$ cat src/hw/rtl/i2crs_pkg.sv
// ----------------------------------------------------------------------------
// I2C register access sequencer package
// Shared codes, state encodings and the queued job record.
// ----------------------------------------------------------------------------
`default_nettype none

package i2crs_pkg;

    // Request modes
    localparam logic [1:0] MODE_READ   = 2'd0;
    localparam logic [1:0] MODE_WRITE  = 2'd1;
    localparam logic [1:0] MODE_STATUS = 2'd2;

    // Commands to the byte-level controller
    localparam logic [2:0] CMD_NONE     = 3'd0;
    localparam logic [2:0] CMD_START    = 3'd1;
    localparam logic [2:0] CMD_SEND     = 3'd2;
    localparam logic [2:0] CMD_READ_NAK = 3'd3;
    localparam logic [2:0] CMD_STOP     = 3'd4;
    localparam logic [2:0] CMD_BACKOFF  = 3'd5;

    // Error codes
    localparam logic [2:0] ERR_OK         = 3'd0;
    localparam logic [2:0] ERR_CTRL_WRITE = 3'd1;
    localparam logic [2:0] ERR_REG_ADDR   = 3'd2;
    localparam logic [2:0] ERR_RESTART    = 3'd3;
    localparam logic [2:0] ERR_CTRL_READ  = 3'd4;
    localparam logic [2:0] ERR_READ_DATA  = 3'd5;
    localparam logic [2:0] ERR_WRITE_DATA = 3'd6;

    // Controller status codes
    localparam logic [7:0] ST_CTRL_W_ACK = 8'h18;
    localparam logic [7:0] ST_DATA_W_ACK = 8'h28;
    localparam logic [7:0] ST_RESTART    = 8'h10;
    localparam logic [7:0] ST_START      = 8'h08;
    localparam logic [7:0] ST_CTRL_R_ACK = 8'h40;
    localparam logic [7:0] ST_DATA_R_NAK = 8'h58;

    localparam logic [7:0] RD_FAIL = 8'hFF;

    // Configuration register indexes and reset values
    localparam logic       CFG_SLAVE_ADDR = 1'b0;
    localparam logic       CFG_MAX_ATT    = 1'b1;
    localparam int         CFG_DW         = 7;
    localparam logic [6:0] SLAVE_ADDR_RST = 7'd29;
    localparam logic [2:0] MAX_ATT_RST    = 3'd2;

    // Job queue between front and back
    localparam int Q_AW    = 2;
    localparam int Q_DEPTH = 1 << Q_AW;

    typedef enum logic [2:0] {
        PH_IDLE       = 3'd0,
        PH_START      = 3'd1,
        PH_CTRL_WRITE = 3'd2,
        PH_REG        = 3'd3,
        PH_RESTART    = 3'd4,
        PH_CTRL_READ  = 3'd5,
        PH_READ_DATA  = 3'd6,
        PH_WRITE_DATA = 3'd7
    } t_phase;

    typedef enum logic [1:0] {
        JOB_ONE   = 2'd0,
        JOB_RETRY = 2'd1,
        JOB_FAIL  = 2'd2
    } t_job_kind;

    // One queued job expands to one, two or three results.
    typedef struct packed {
        t_job_kind  kind;
        logic [2:0] cmd;
        logic [7:0] tx;
        logic       done;
        logic [2:0] err;
        logic [7:0] rd;
    } t_job;

    typedef struct packed {
        logic [2:0] command;
        logic [7:0] tx_byte;
        logic       last;
        logic       done_res;
        logic [2:0] error_code;
        logic [7:0] read_data;
    } t_res;

endpackage

`default_nettype wire

$ cat src/hw/rtl/i2crs_req_if.sv
// ----------------------------------------------------------------------------
// Request channel
// Valid/ready channel carrying start requests and controller status reports.
// ----------------------------------------------------------------------------
`default_nettype none

interface i2crs_req_if;
    logic       valid;
    logic       ready;
    logic [1:0] mode;
    logic [7:0] reg_addr;
    logic [7:0] write_value;
    logic [7:0] status_code;
    logic [7:0] rx_byte;

    modport source (
        output valid, mode, reg_addr, write_value, status_code, rx_byte,
        input  ready
    );
    modport sink (
        input  valid, mode, reg_addr, write_value, status_code, rx_byte,
        output ready
    );
endinterface

`default_nettype wire

$ cat src/hw/rtl/i2crs_res_if.sv
// ----------------------------------------------------------------------------
// Result channel
// Valid/ready channel carrying controller commands and completion status.
// ----------------------------------------------------------------------------
`default_nettype none

interface i2crs_res_if;
    logic       valid;
    logic       ready;
    logic [2:0] command;
    logic [7:0] tx_byte;
    logic       last;
    logic       done_res;
    logic [2:0] error_code;
    logic [7:0] read_data;

    modport source (
        output valid, command, tx_byte, last, done_res, error_code, read_data,
        input  ready
    );
    modport sink (
        input  valid, command, tx_byte, last, done_res, error_code, read_data,
        output ready
    );
endinterface

`default_nettype wire

$ cat src/hw/rtl/i2crs_front.sv
// ----------------------------------------------------------------------------
// Sequencer front end
// Accepts requests, tracks the transaction phase and queues result jobs.
// ----------------------------------------------------------------------------
`default_nettype none

module i2crs_front (
    input  wire                        i_clk,
    input  wire                        i_rst_n,
    i2crs_req_if.sink                  i_req,
    input  wire                        i_cfg_we,
    input  wire                        i_cfg_idx,
    input  wire [i2crs_pkg::CFG_DW-1:0] i_cfg_data,
    input  wire                        i_q_full,
    output logic                       o_push,
    output i2crs_pkg::t_job            o_job
);
    import i2crs_pkg::*;

    t_phase     r_phase, n_phase;
    logic       r_is_read, n_is_read;
    logic [7:0] r_reg_addr, n_reg_addr;
    logic [7:0] r_wr_value, n_wr_value;
    logic [2:0] r_attempts, n_attempts;
    logic [6:0] r_slave_addr;
    logic [2:0] r_max_att;

    logic       accept, is_start, is_stat;
    logic       st_ok, retry;
    logic [2:0] err, limit;
    logic [3:0] tries;
    logic [7:0] wctl;

    assign i_req.ready = !i_q_full;
    assign accept   = i_req.valid && !i_q_full;
    assign is_start = (i_req.mode == MODE_READ) || (i_req.mode == MODE_WRITE);
    assign is_stat  = (i_req.mode == MODE_STATUS);
    assign wctl     = {r_slave_addr, 1'b0};
    assign limit    = (r_max_att == 3'd0) ? 3'd1 : r_max_att;
    assign tries    = {1'b0, r_attempts} + 4'd1;
    assign retry    = tries < {1'b0, limit};

    // Expected status and error number for each phase
    always_comb begin
        st_ok = 1'b0;
        err   = ERR_OK;
        unique case (r_phase)
            PH_IDLE:       begin st_ok = 1'b0; err = ERR_OK; end
            PH_START:      begin st_ok = 1'b1; err = ERR_OK; end
            PH_CTRL_WRITE: begin
                st_ok = (i_req.status_code == ST_CTRL_W_ACK);
                err   = ERR_CTRL_WRITE;
            end
            PH_REG: begin
                st_ok = (i_req.status_code == ST_DATA_W_ACK);
                err   = ERR_REG_ADDR;
            end
            PH_RESTART: begin
                st_ok = (i_req.status_code == ST_RESTART) ||
                        (i_req.status_code == ST_START);
                err   = ERR_RESTART;
            end
            PH_CTRL_READ: begin
                st_ok = (i_req.status_code == ST_CTRL_R_ACK);
                err   = ERR_CTRL_READ;
            end
            PH_READ_DATA: begin
                st_ok = (i_req.status_code == ST_DATA_R_NAK);
                err   = ERR_READ_DATA;
            end
            PH_WRITE_DATA: begin
                st_ok = (i_req.status_code == ST_DATA_W_ACK);
                err   = ERR_WRITE_DATA;
            end
            default:       begin st_ok = 1'b0; err = ERR_OK; end
        endcase
    end

    // Next state
    always_comb begin
        n_phase    = r_phase;
        n_is_read  = r_is_read;
        n_reg_addr = r_reg_addr;
        n_wr_value = r_wr_value;
        n_attempts = r_attempts;
        if (accept && is_start && r_phase == PH_IDLE) begin
            n_is_read  = (i_req.mode == MODE_READ);
            n_reg_addr = i_req.reg_addr;
            n_wr_value = i_req.write_value;
            n_attempts = 3'd0;
            n_phase    = PH_START;
        end else if (accept && is_stat && r_phase != PH_IDLE) begin
            if (!st_ok) begin
                n_attempts = tries[2:0];
                n_phase    = retry ? PH_START : PH_IDLE;
            end else begin
                unique case (r_phase)
                    PH_IDLE:       n_phase = PH_IDLE;
                    PH_START:      n_phase = PH_CTRL_WRITE;
                    PH_CTRL_WRITE: n_phase = PH_REG;
                    PH_REG:        n_phase = r_is_read ? PH_RESTART : PH_WRITE_DATA;
                    PH_RESTART:    n_phase = PH_CTRL_READ;
                    PH_CTRL_READ:  n_phase = PH_READ_DATA;
                    PH_READ_DATA:  n_phase = PH_IDLE;
                    PH_WRITE_DATA: n_phase = PH_IDLE;
                    default:       n_phase = PH_IDLE;
                endcase
            end
        end
    end

    // Job to queue
    always_comb begin
        o_push     = 1'b0;
        o_job.kind = JOB_ONE;
        o_job.cmd  = CMD_NONE;
        o_job.tx   = 8'd0;
        o_job.done = 1'b0;
        o_job.err  = ERR_OK;
        o_job.rd   = 8'd0;
        if (accept && is_start && r_phase == PH_IDLE) begin
            o_push    = 1'b1;
            o_job.cmd = CMD_START;
        end else if (accept && is_stat && r_phase != PH_IDLE) begin
            o_push = 1'b1;
            if (!st_ok) begin
                o_job.kind = retry ? JOB_RETRY : JOB_FAIL;
                o_job.err  = err;
                o_job.rd   = (r_is_read && !retry) ? RD_FAIL : 8'd0;
            end else begin
                unique case (r_phase)
                    PH_IDLE:       o_job.cmd = CMD_NONE;
                    PH_START: begin
                        o_job.cmd = CMD_SEND;
                        o_job.tx  = wctl;
                    end
                    PH_CTRL_WRITE: begin
                        o_job.cmd = CMD_SEND;
                        o_job.tx  = r_reg_addr;
                    end
                    PH_REG: begin
                        o_job.cmd = r_is_read ? CMD_START : CMD_SEND;
                        o_job.tx  = r_is_read ? 8'd0 : r_wr_value;
                    end
                    PH_RESTART: begin
                        o_job.cmd = CMD_SEND;
                        o_job.tx  = wctl | 8'd1;
                    end
                    PH_CTRL_READ:  o_job.cmd = CMD_READ_NAK;
                    PH_READ_DATA: begin
                        o_job.cmd  = CMD_STOP;
                        o_job.done = 1'b1;
                        o_job.rd   = i_req.rx_byte;
                    end
                    PH_WRITE_DATA: begin
                        o_job.cmd  = CMD_STOP;
                        o_job.done = 1'b1;
                    end
                    default:       o_job.cmd = CMD_NONE;
                endcase
            end
        end
    end

    always_ff @(posedge i_clk) begin
        if (!i_rst_n) begin
            r_phase      <= PH_IDLE;
            r_is_read    <= 1'b0;
            r_reg_addr   <= 8'd0;
            r_wr_value   <= 8'd0;
            r_attempts   <= 3'd0;
            r_slave_addr <= SLAVE_ADDR_RST;
            r_max_att    <= MAX_ATT_RST;
        end else begin
            r_phase    <= n_phase;
            r_is_read  <= n_is_read;
            r_reg_addr <= n_reg_addr;
            r_wr_value <= n_wr_value;
            r_attempts <= n_attempts;
            if (i_cfg_we) begin
                if (i_cfg_idx == CFG_SLAVE_ADDR) begin
                    r_slave_addr <= i_cfg_data[6:0];
                end else begin
                    r_max_att <= i_cfg_data[2:0];
                end
            end
        end
    end

endmodule

`default_nettype wire

$ cat src/hw/rtl/i2crs_queue.sv
// ----------------------------------------------------------------------------
// Job queue
// Small register FIFO decoupling the front end from the result back end.
// ----------------------------------------------------------------------------
`default_nettype none

module i2crs_queue (
    input  wire             i_clk,
    input  wire             i_rst_n,
    input  wire             i_push,
    input  i2crs_pkg::t_job i_job,
    input  wire             i_pop,
    output logic            o_full,
    output logic            o_empty,
    output i2crs_pkg::t_job o_head
);
    import i2crs_pkg::*;

    t_job            r_mem [Q_DEPTH];
    logic [Q_AW-1:0] r_wptr, r_rptr;
    logic [Q_AW:0]   r_count;

    assign o_full  = (r_count == (Q_AW+1)'(Q_DEPTH));
    assign o_empty = (r_count == '0);
    assign o_head  = r_mem[r_rptr];

    always_ff @(posedge i_clk) begin
        if (i_push) begin
            r_mem[r_wptr] <= i_job;
        end
    end

    always_ff @(posedge i_clk) begin
        if (!i_rst_n) begin
            r_wptr  <= '0;
            r_rptr  <= '0;
            r_count <= '0;
        end else begin
            if (i_push) begin
                r_wptr <= r_wptr + Q_AW'(1);
            end
            if (i_pop) begin
                r_rptr <= r_rptr + Q_AW'(1);
            end
            if (i_push && !i_pop) begin
                r_count <= r_count + (Q_AW+1)'(1);
            end else if (!i_push && i_pop) begin
                r_count <= r_count - (Q_AW+1)'(1);
            end
        end
    end

endmodule

`default_nettype wire

$ cat src/hw/rtl/i2crs_back.sv
// ----------------------------------------------------------------------------
// Sequencer back end
// Expands queued jobs into results, one per unstalled cycle, via an output register.
// ----------------------------------------------------------------------------
`default_nettype none

module i2crs_back (
    input  wire             i_clk,
    input  wire             i_rst_n,
    input  wire             i_empty,
    input  i2crs_pkg::t_job i_head,
    output logic            o_pop,
    i2crs_res_if.source     o_res
);
    import i2crs_pkg::*;

    logic       r_valid;
    logic [1:0] r_idx;
    t_res       r_res;
    t_res       res;
    logic       is_last, load;

    assign load  = !r_valid || o_res.ready;
    assign o_pop = load && !i_empty && is_last;

    // Result number r_idx of the job at the head of the queue
    always_comb begin
        res.command    = i_head.cmd;
        res.tx_byte    = i_head.tx;
        res.done_res   = i_head.done;
        res.error_code = ERR_OK;
        res.read_data  = i_head.rd;
        is_last        = 1'b1;
        unique case (i_head.kind)
            JOB_ONE: is_last = 1'b1;
            JOB_RETRY: begin
                res.tx_byte   = 8'd0;
                res.done_res  = 1'b0;
                res.read_data = 8'd0;
                if (r_idx == 2'd0) begin
                    res.command    = CMD_STOP;
                    res.error_code = i_head.err;
                    is_last        = 1'b0;
                end else if (r_idx == 2'd1) begin
                    res.command    = CMD_BACKOFF;
                    res.error_code = i_head.err;
                    is_last        = 1'b0;
                end else begin
                    res.command = CMD_START;
                end
            end
            JOB_FAIL: begin
                res.tx_byte    = 8'd0;
                res.error_code = i_head.err;
                if (r_idx == 2'd0) begin
                    res.command   = CMD_STOP;
                    res.done_res  = 1'b0;
                    res.read_data = 8'd0;
                    is_last       = 1'b0;
                end else begin
                    res.command  = CMD_BACKOFF;
                    res.done_res = 1'b1;
                end
            end
            default: is_last = 1'b1;
        endcase
        res.last = is_last;
    end

    always_ff @(posedge i_clk) begin
        if (load && !i_empty) begin
            r_res <= res;
        end
    end

    always_ff @(posedge i_clk) begin
        if (!i_rst_n) begin
            r_valid <= 1'b0;
            r_idx   <= 2'd0;
        end else if (load) begin
            r_valid <= !i_empty;
            if (!i_empty) begin
                r_idx <= is_last ? 2'd0 : r_idx + 2'd1;
            end
        end
    end

    assign o_res.valid      = r_valid;
    assign o_res.command    = r_res.command;
    assign o_res.tx_byte    = r_res.tx_byte;
    assign o_res.last       = r_res.last;
    assign o_res.done_res   = r_res.done_res;
    assign o_res.error_code = r_res.error_code;
    assign o_res.read_data  = r_res.read_data;

endmodule

`default_nettype wire

$ cat src/hw/rtl/i2c_register_access_sequencer_core.sv
// ----------------------------------------------------------------------------
// I2C register access sequencer core
// Steps a byte-level I2C controller through a register read or write.
// ----------------------------------------------------------------------------
// The first result of an accepted transaction passes through the job queue and
// the output register. Results leave one per cycle while the sink is ready;
// an item yields one to three results.
// A request may be accepted every cycle while the four-entry job queue has room.
// Reset (synchronous, active low) returns the phase to idle, empties the queue and
// output register, and sets the address to 29 and the attempt limit to 2.
`default_nettype none

module i2c_register_access_sequencer_core (
    input  wire                         i_clk,
    input  wire                         i_rst_n,
    i2crs_req_if.sink                   i_req,
    i2crs_res_if.source                 o_res,
    input  wire                         i_cfg_we,
    input  wire                         i_cfg_idx,
    input  wire [i2crs_pkg::CFG_DW-1:0] i_cfg_data
);
    import i2crs_pkg::*;

    // The front end classifies each transaction on acceptance: it advances
    // the phase, decides success, retry or failure, and records the resulting
    // commands as one compact job.
    logic q_push, q_pop, q_full, q_empty;
    t_job push_job, head_job;

    i2crs_front u_front (
        .i_clk      (i_clk),
        .i_rst_n    (i_rst_n),
        .i_req      (i_req),
        .i_cfg_we   (i_cfg_we),
        .i_cfg_idx  (i_cfg_idx),
        .i_cfg_data (i_cfg_data),
        .i_q_full   (q_full),
        .o_push     (q_push),
        .o_job      (push_job)
    );

    // The queue lets new status reports be taken while the back end is still
    // emitting the stop, backoff and restart commands of a failed try.
    i2crs_queue u_queue (
        .i_clk   (i_clk),
        .i_rst_n (i_rst_n),
        .i_push  (q_push),
        .i_job   (push_job),
        .i_pop   (q_pop),
        .o_full  (q_full),
        .o_empty (q_empty),
        .o_head  (head_job)
    );

    // The back end expands each job into its results, one per cycle, and
    // holds them in an output register until the sink takes them.
    i2crs_back u_back (
        .i_clk   (i_clk),
        .i_rst_n (i_rst_n),
        .i_empty (q_empty),
        .i_head  (head_job),
        .o_pop   (q_pop),
        .o_res   (o_res)
    );

endmodule

`default_nettype wire

$ cat src/flat_wrapper.sv
// flat-port wrapper written by rule: the top's interface ports become plain ports
module i2c_register_access_sequencer_core_flat import i2crs_pkg::*;
  (i_clk, i_rst_n, i_cfg_we, i_cfg_idx, i_cfg_data, i_req_valid, i_req_mode, i_req_reg_addr, i_req_write_value, i_req_status_code, i_req_rx_byte, i_req_ready, o_res_valid, o_res_command, o_res_tx_byte, o_res_last, o_res_done_res, o_res_error_code, o_res_read_data, o_res_ready);
  i2crs_req_if i_req_i ();
  i2crs_res_if o_res_i ();
  input  wire i_clk;
  input  wire i_rst_n;
  input  wire i_cfg_we;
  input  wire i_cfg_idx;
  input  wire [i2crs_pkg::CFG_DW-1:0] i_cfg_data;
  input wire logic [$bits(i_req_i.valid)-1:0] i_req_valid;
  input wire logic [$bits(i_req_i.mode)-1:0] i_req_mode;
  input wire logic [$bits(i_req_i.reg_addr)-1:0] i_req_reg_addr;
  input wire logic [$bits(i_req_i.write_value)-1:0] i_req_write_value;
  input wire logic [$bits(i_req_i.status_code)-1:0] i_req_status_code;
  input wire logic [$bits(i_req_i.rx_byte)-1:0] i_req_rx_byte;
  output wire logic [$bits(i_req_i.ready)-1:0] i_req_ready;
  output wire logic [$bits(o_res_i.valid)-1:0] o_res_valid;
  output wire logic [$bits(o_res_i.command)-1:0] o_res_command;
  output wire logic [$bits(o_res_i.tx_byte)-1:0] o_res_tx_byte;
  output wire logic [$bits(o_res_i.last)-1:0] o_res_last;
  output wire logic [$bits(o_res_i.done_res)-1:0] o_res_done_res;
  output wire logic [$bits(o_res_i.error_code)-1:0] o_res_error_code;
  output wire logic [$bits(o_res_i.read_data)-1:0] o_res_read_data;
  input wire logic [$bits(o_res_i.ready)-1:0] o_res_ready;
  assign i_req_i.valid = i_req_valid;
  assign i_req_i.mode = i_req_mode;
  assign i_req_i.reg_addr = i_req_reg_addr;
  assign i_req_i.write_value = i_req_write_value;
  assign i_req_i.status_code = i_req_status_code;
  assign i_req_i.rx_byte = i_req_rx_byte;
  assign i_req_ready = i_req_i.ready;
  assign o_res_valid = o_res_i.valid;
  assign o_res_command = o_res_i.command;
  assign o_res_tx_byte = o_res_i.tx_byte;
  assign o_res_last = o_res_i.last;
  assign o_res_done_res = o_res_i.done_res;
  assign o_res_error_code = o_res_i.error_code;
  assign o_res_read_data = o_res_i.read_data;
  assign o_res_i.ready = o_res_ready;
  i2c_register_access_sequencer_core u_core (.i_clk(i_clk), .i_rst_n(i_rst_n), .i_req(i_req_i), .o_res(o_res_i), .i_cfg_we(i_cfg_we), .i_cfg_idx(i_cfg_idx), .i_cfg_data(i_cfg_data));
endmodule
$ cat config.mk
export PLATFORM = sky130hd
export DESIGN_NAME = i2c_register_access_sequencer_core_flat
export DESIGN_NICKNAME = d
export VERILOG_FILES = /design/src/hw/rtl/i2crs_pkg.sv /design/src/hw/rtl/i2crs_req_if.sv /design/src/hw/rtl/i2crs_res_if.sv /design/src/hw/rtl/i2crs_front.sv /design/src/hw/rtl/i2crs_queue.sv /design/src/hw/rtl/i2crs_back.sv /design/src/hw/rtl/i2c_register_access_sequencer_core.sv /design/src/flat_wrapper.sv
export SDC_FILE = /design/constraint.sdc
export NUM_CORES = 1
export LEC_CHECK = 0
export BUFFER_PORTS_ARGS = -buffer_cell sky130_fd_sc_hd__buf_4
export CAP_MARGIN = 15
export CELL_PAD_IN_SITES_DETAIL_PLACEMENT = 1
export CELL_PAD_IN_SITES_GLOBAL_PLACEMENT = 1
export CORE_ASPECT_RATIO = 0.7
export CORE_MARGIN = 2
export CORE_UTILIZATION = 40
export DETAILED_ROUTE_END_ITERATION = 12
export GPL_TIMING_DRIVEN = 0
export PLACE_DENSITY_LB_ADDON = 0.1
export SYNTH_ARGS = -nofsm -noshare
export SYNTH_HDL_FRONTEND = slang
export SYNTH_SLANG_ARGS = --single-unit
$ cat constraint.sdc
create_clock -name i_clk -period 4.6 [get_ports i_clk]
set_input_delay 0.92 -clock i_clk [delete_from_list [all_inputs] [get_ports i_clk]]
set_output_delay 0.92 -clock i_clk [all_outputs]
set_load 0.02 [all_outputs]
# Yosys cells after proc, flatten, opt, wreduce, memory -nomap -nowiden
# Memories as Yosys holds them, arrays and structs flattened. A register that Yosys moved wholly into a read port is not among the register bits.
# Cells that the tools add are included.
op_classes:
  add_sub_neg: 6
  n_lt_le_gt_ge: 1
  eq_ne: 19
  mux: 46
  bitwise: 4
  n_reduce_logical: 37
ops:
  columns: ["cell", "n"]
  rows:
  - ["two-way mux 8 bit", 5]
  - ["case mux 8 bit (4 select lines)", 1]
  - ["two-way mux 3 bit", 10]
  - ["two-way mux 25 bit", 1]
  - ["case mux 12 bit (2 select lines)", 1]
  - ["case mux 11 bit (2 select lines)", 1]
  - ["case mux 3 bit (7 select lines)", 1]
  - ["two-way mux 20 bit", 1]
  - ["case mux 3 bit (6 select lines)", 1]
  - ["== test 8 x 5 -> 1 bit, second input constant", 2]
  - ["== test 8 x 7 -> 1 bit, second input constant", 2]
  - ["two-way mux 2 bit", 8]
  - ["== test 3 bit, second input constant", 5]
  - ["case mux 3 bit (5 select lines)", 1]
  - ["two-way mux 1 bit", 12]
  - ["two-way mux 12 bit", 1]
  - ["logical AND 1 bit", 10]
  - ["logical NOT 3 bit", 3]
  - ["== test 8 x 4 -> 1 bit, second input constant", 1]
  - ["== test 8 x 6 -> 1 bit, second input constant", 1]
  - ["AND reduction 2 bit", 4]
  - ["OR reduction 2 bit", 4]
  - ["case mux 1 bit (7 select lines)", 1]
  - ["adder 2 x 1 -> 2 bit, second input constant", 3]
  - ["other kinds (16)", 33]
totals:
  regBits: 67
  mem_bits_rw: 100
  input_bits: 47
  out_inout_bits: 26
  elab_cells: 133
  memories: 1
mem_list:
  columns: ["memory", "words", "width", "read_ports", "rd_ports_with_merged_regs", "write_ports", "line_no", "rtl"]
  rows:
  - ["u_core.u_queue.r_mem", 4, 25, 1, 1, 1, "i2crs_queue.sv:19", "t_job r_mem [Q_DEPTH];"]

# Depth between registers and ports, before layout
depth:
  ltp_word: 11
  mapped_depth: 14
  ltp_nobuf: 12

# By module
# From an unflattened synthesis, not the netlist that was laid out.
hier_totals:
  hier_cells: 536
  hier_area_um2: 7279.5
modules_own_cells:
  columns: ["module", "instances", "cells_each", "area_per_inst_um2", "seq_area_each_um2"]
  rows:
  - ["i2crs_queue", 1, 174, 4096.4, 3183.1]
  - ["i2crs_front", 1, 280, 2047.0, 660.6]
  - ["i2crs_back", 1, 82, 1136.1, 780.7]

# Worst setup path before layout
# Ideal clock, no wire load.
synth_path:
  path_type: "register to register"
  start: "register (tool-made name)"
  end: "register u_core.u_queue.r_count[2]"
  setup_ps: 76
  t_arrival_ps: 3375
  required_time_ps: 4524
  setup_slack_ps: 1150
  path_stages_with_launch: 13
  path_buffers: 2
  synth_period_minus_slack_ps: 3450
  path_cell_list: "dfxtp_1 clkbuf_1 buf_2 mux4_2 ha_1 o21bai_1 nand2_1 ha_1 inv_1 fa_1 xor2_1 or3_1 a21boi_0"
synth_lines:
  columns: ["item", "line_no", "rtl"]
  rows:
  - ["to (signal assigned)", "i2crs_queue.sv:46", "r_count <= r_count + (Q_AW+1)'(1);"]
  - ["to (signal assigned)", "i2crs_queue.sv:48", "r_count <= r_count - (Q_AW+1)'(1);"]
  - ["to (decl)", "i2crs_queue.sv:21", "logic [Q_AW:0] r_count;"]

==> out/metrics.cfg <==
[synthesis]
syn_area_um2=7180
avgSynthCellArea_um2=13.4
ys_warn_count=0
synthArstFlopShare=0
postSynthCellCount=534
ys_types=52
synth_ff_type=edfxtp_1
synth_enable_flop_cells=124
synth_area_leaders=edfxtp_1 (52%), dfxtp_1 (13%), mux4_2 (7.8%), nand2_1 (3.8%), a21boi_0 (2.5%)
synth-seq-cells=169
synth_top_area_share=0.519
seq_area_frac_synth=0.644
synthesis.nets=594
synth_area_leader_cell=edfxtp_1

[cts]
cts_tree=yes
cts-root-buf=clkbuf_16
clk_path_buf_depth=2
h-tree-depth=4
post_cts_resized=0
cts_buffers=17
post-cts-setup-buffer-count=0
clkSinkCount=169
path_clk_slew_ns=0.07
clk_latency_ns=0.43
hold_buffers=0

[run_status]
status=completed

[floorplan]
start_util=0.413
die_w_um=164
core_region_area_um2=17400
dieArea_um2=19000
rows=40
ioPinCount=73
die_h_um=116

[worst_setup_path]
worstSetupStartpointType=flip-flop
arrival_ns=4.28
critPathRequiredTime_ns=4.95
r2r_setup_slack_ns=0.67
reg2reg_to=u_core.u_queue.r_count[2]$_SDFFE_PN0P_
crit_end=u_core.u_queue.r_count[2]$_SDFFE_PN0P_
crit_fanout=10
end_kind=flip-flop
worstSetupPathType=reg2reg
r2r_cells=12

[grt]
grt_max_degree=29
grt_usage=0.191
met3_usage=0.0372
grt_pass1_wl_um=26400
grt-ovfl-total=0
antenna_found_initial=0
grt_util_met2=0.297
met1_usage=0.272
grt_busiest_layer=met2
grt_pass1_vias=4638

[final_layout]
fin_cells=875
area_growth_pct=20.7
nets=691
final_core_util=0.499
n_fill_cell=1769
drive_above_1_share=0.231
antenna_cells=0

[timing]
min_period_over_period=0.854
hold_violations=0
fmax_mhz=255
final_period_minus_worst_setup_slack_ns=3.93
drv_slew=0
setup_viol=0
setup_tns_ns=0
rsz0062_at_grt=false
skew_ns=0.00952
worst_slew_pin_slew_ns=0.874
slew_headroom=0.417

[detailed_routing]
routedWlPerCell_um=19.6
ant_nets=0
drc_errors=0
wl_um=17100
drt_pass1_iterations=4
viasPerCell=5.19
drt_iter0_markers=275
via_count=4543

[placement]
dp_hpwl_um=12200
dp_cells=841
gp_congestion=0.798
io_buffer_count=72

[job]
maxCapViolations=0

[power_and_ir_drop]
vdd_ir_drop_max_uv=359
powerDensity_nw_per_um2=528
p_leak_nw=3.02

[hold_path]
holdCritPathClass=reg2reg
hp-start=u_core.u_front.r_wr_value[0]$_SDFFE_PN0P_

critical path, stage by stage, from the launching register on:
cell	delay [ns]
dfxtp_1	0.31
clkbuf_1	0.43
buf_2	0.45
mux4_2	0.60
ha_1	0.35
o21bai_1	0.25
nand2_1	0.18
ha_1	0.21
inv_1	0.06
fa_1	0.38
xor2_1	0.18
or3_1	0.30
a21boi_0	0.16
cell usage in the layout (no fill, tap or decap), types with 4 or more instances in the layout:
cell type	n
nor2b_1	19
clkbuf_16	17
nand3_1	17
buf_2	6
a31oi_1	4
o21ai_0	11
buf_4	74
ha_1	12
or3_1	5
mux4_2	25
dfxtp_1	45
a21oi_1	24
xnor2_1	5
and2_1	20
edfxtp_1	124
a21o_1	9
nor2_1	12
nor3_1	13
clkbuf_1	14
inv_1	17
nand2b_1	12
nand2_1	73
a21boi_0	24
where the power goes:
part / internal [W] / leakage (nW) / switching (W)
Sequential: 0.00190 / 1.46 / 0.0000765
Clock: 0.000703 / 0.269 / 0.000629
Combinational: 0.000556 / 1.29 / 0.000708
Total: 0.00316 / 3.02 / 0.00141
final cells by class:
| class | count | area (um2) | share of cell area |
|---|---|---|---|
| sequential | 169 | 4620 | 0.534 |
| multi-input combinational | 324 | 2380 | 0.275 |
| timing repair buffer | 78 | 648 | 0.0748 |
| clock buffer | 17 | 425 | 0.0491 |
| tap | 231 | 289 | 0.0334 |
| clock inverter | 15 | 121 | 0.0140 |
| buffer | 23 | 105 | 0.0121 |
| inverter | 18 | 67.6 | 0.00780 |
stage by stage:
stage	hold WS [ns]	setup slack (ns)	instance area, um2	total power, W
floorplan	0.439	1.15	7180	0.00279
global placement	0.458	0.613	8010	0.00320
detailed placement	0.461	0.589	8080	0.00324
CTS	0.470	0.569	8620	0.00458
global route	0.497	0.317	8660	0.00481
finish	0.466	0.673	8660	0.00457
layer usage:
| metal | vias up | wire (um) |
|---|---|---|
| met5 | - | 0 |
| met2 | 92 | 7750 |
| met1 | 2277 | 8280 |
| met4 | 0 | 195 |
| li1 | 2158 | - |
| met3 | 16 | 884 |
cells by family after synthesis:
logic type | count (synthesis) | share of synthesized area
DFF | 169 | 0.644
buffers and inverters | 41 | 0.0241
and+or+nand+nor | 186 | 0.132
adders and majority gates | 13 | 0.0237
xor gates and xnor gates | 8 | 0.00976
AOI/OAI and AO/OA | 90 | 0.0851
muxes | 27 | 0.0813
worst min path at each step:
stage	cells after the start	to	slack (ns)
finish	2	u_core.u_front.r_wr_value[0]$_SDFFE_PN0P_	0.47
global route	2	u_core.u_front.r_wr_value[0]$_SDFFE_PN0P_	0.50
CTS	2	u_core.u_front.r_wr_value[0]$_SDFFE_PN0P_	0.47
detailed placement	2	u_core.u_front.r_wr_value[0]$_SDFFE_PN0P_	0.46
global placement	2	u_core.u_front.r_wr_value[0]$_SDFFE_PN0P_	0.46
floorplan	2	u_core.u_front.r_reg_addr[7]$_SDFFE_PN0P_	0.44
cells in the mapped netlist (2+ instances only):
cell / n
edfxtp_1: 124
nand2_1: 73
dfxtp_1: 45
mux4_2: 25
a21boi_0: 24
a21oi_1: 24
and2_1: 20
nor2b_1: 19
inv_1: 17
nand3_1: 17
clkbuf_1: 14
nor3_1: 13
ha_1: 12
nand2b_1: 12
nor2_1: 12
o21ai_0: 11
a21o_1: 9
buf_2: 6
or3_1: 5
xnor2_1: 5
a31oi_1: 4
a211oi_1: 3
o21bai_1: 3
xor2_1: 3
mux2i_1: 2
nand3b_1: 2
nor4_1: 2
o311ai_0: 2
or2_1: 2
or3b_2: 2
registers in the layout (all words and copies together), names as in the netlist, named ones only:
name                            cells
u_core.u_front.r_wr_value           8
u_core.u_front.r_is_read            1
u_core.u_back.o_res.valid           1
u_core.u_back.r_idx                 2
u_core.u_back.o_res.command         3
u_core.u_back.o_res.tx_byte         8
u_core.u_queue.r_mem              100
u_core.u_front.r_phase              3
u_core.u_back.o_res.done_res        1
u_core.u_front.r_slave_addr         7
u_core.u_queue.r_rptr               2
u_core.u_back.o_res.error_code      3
u_core.u_queue.r_wptr               2
u_core.u_queue.r_count              3
u_core.u_back.o_res.read_data       8
u_core.u_front.r_reg_addr           8
u_core.u_back.o_res.last            1
u_core.u_front.r_attempts           3
u_core.u_front.r_max_att            3
(Power assumes the default switching activity.)
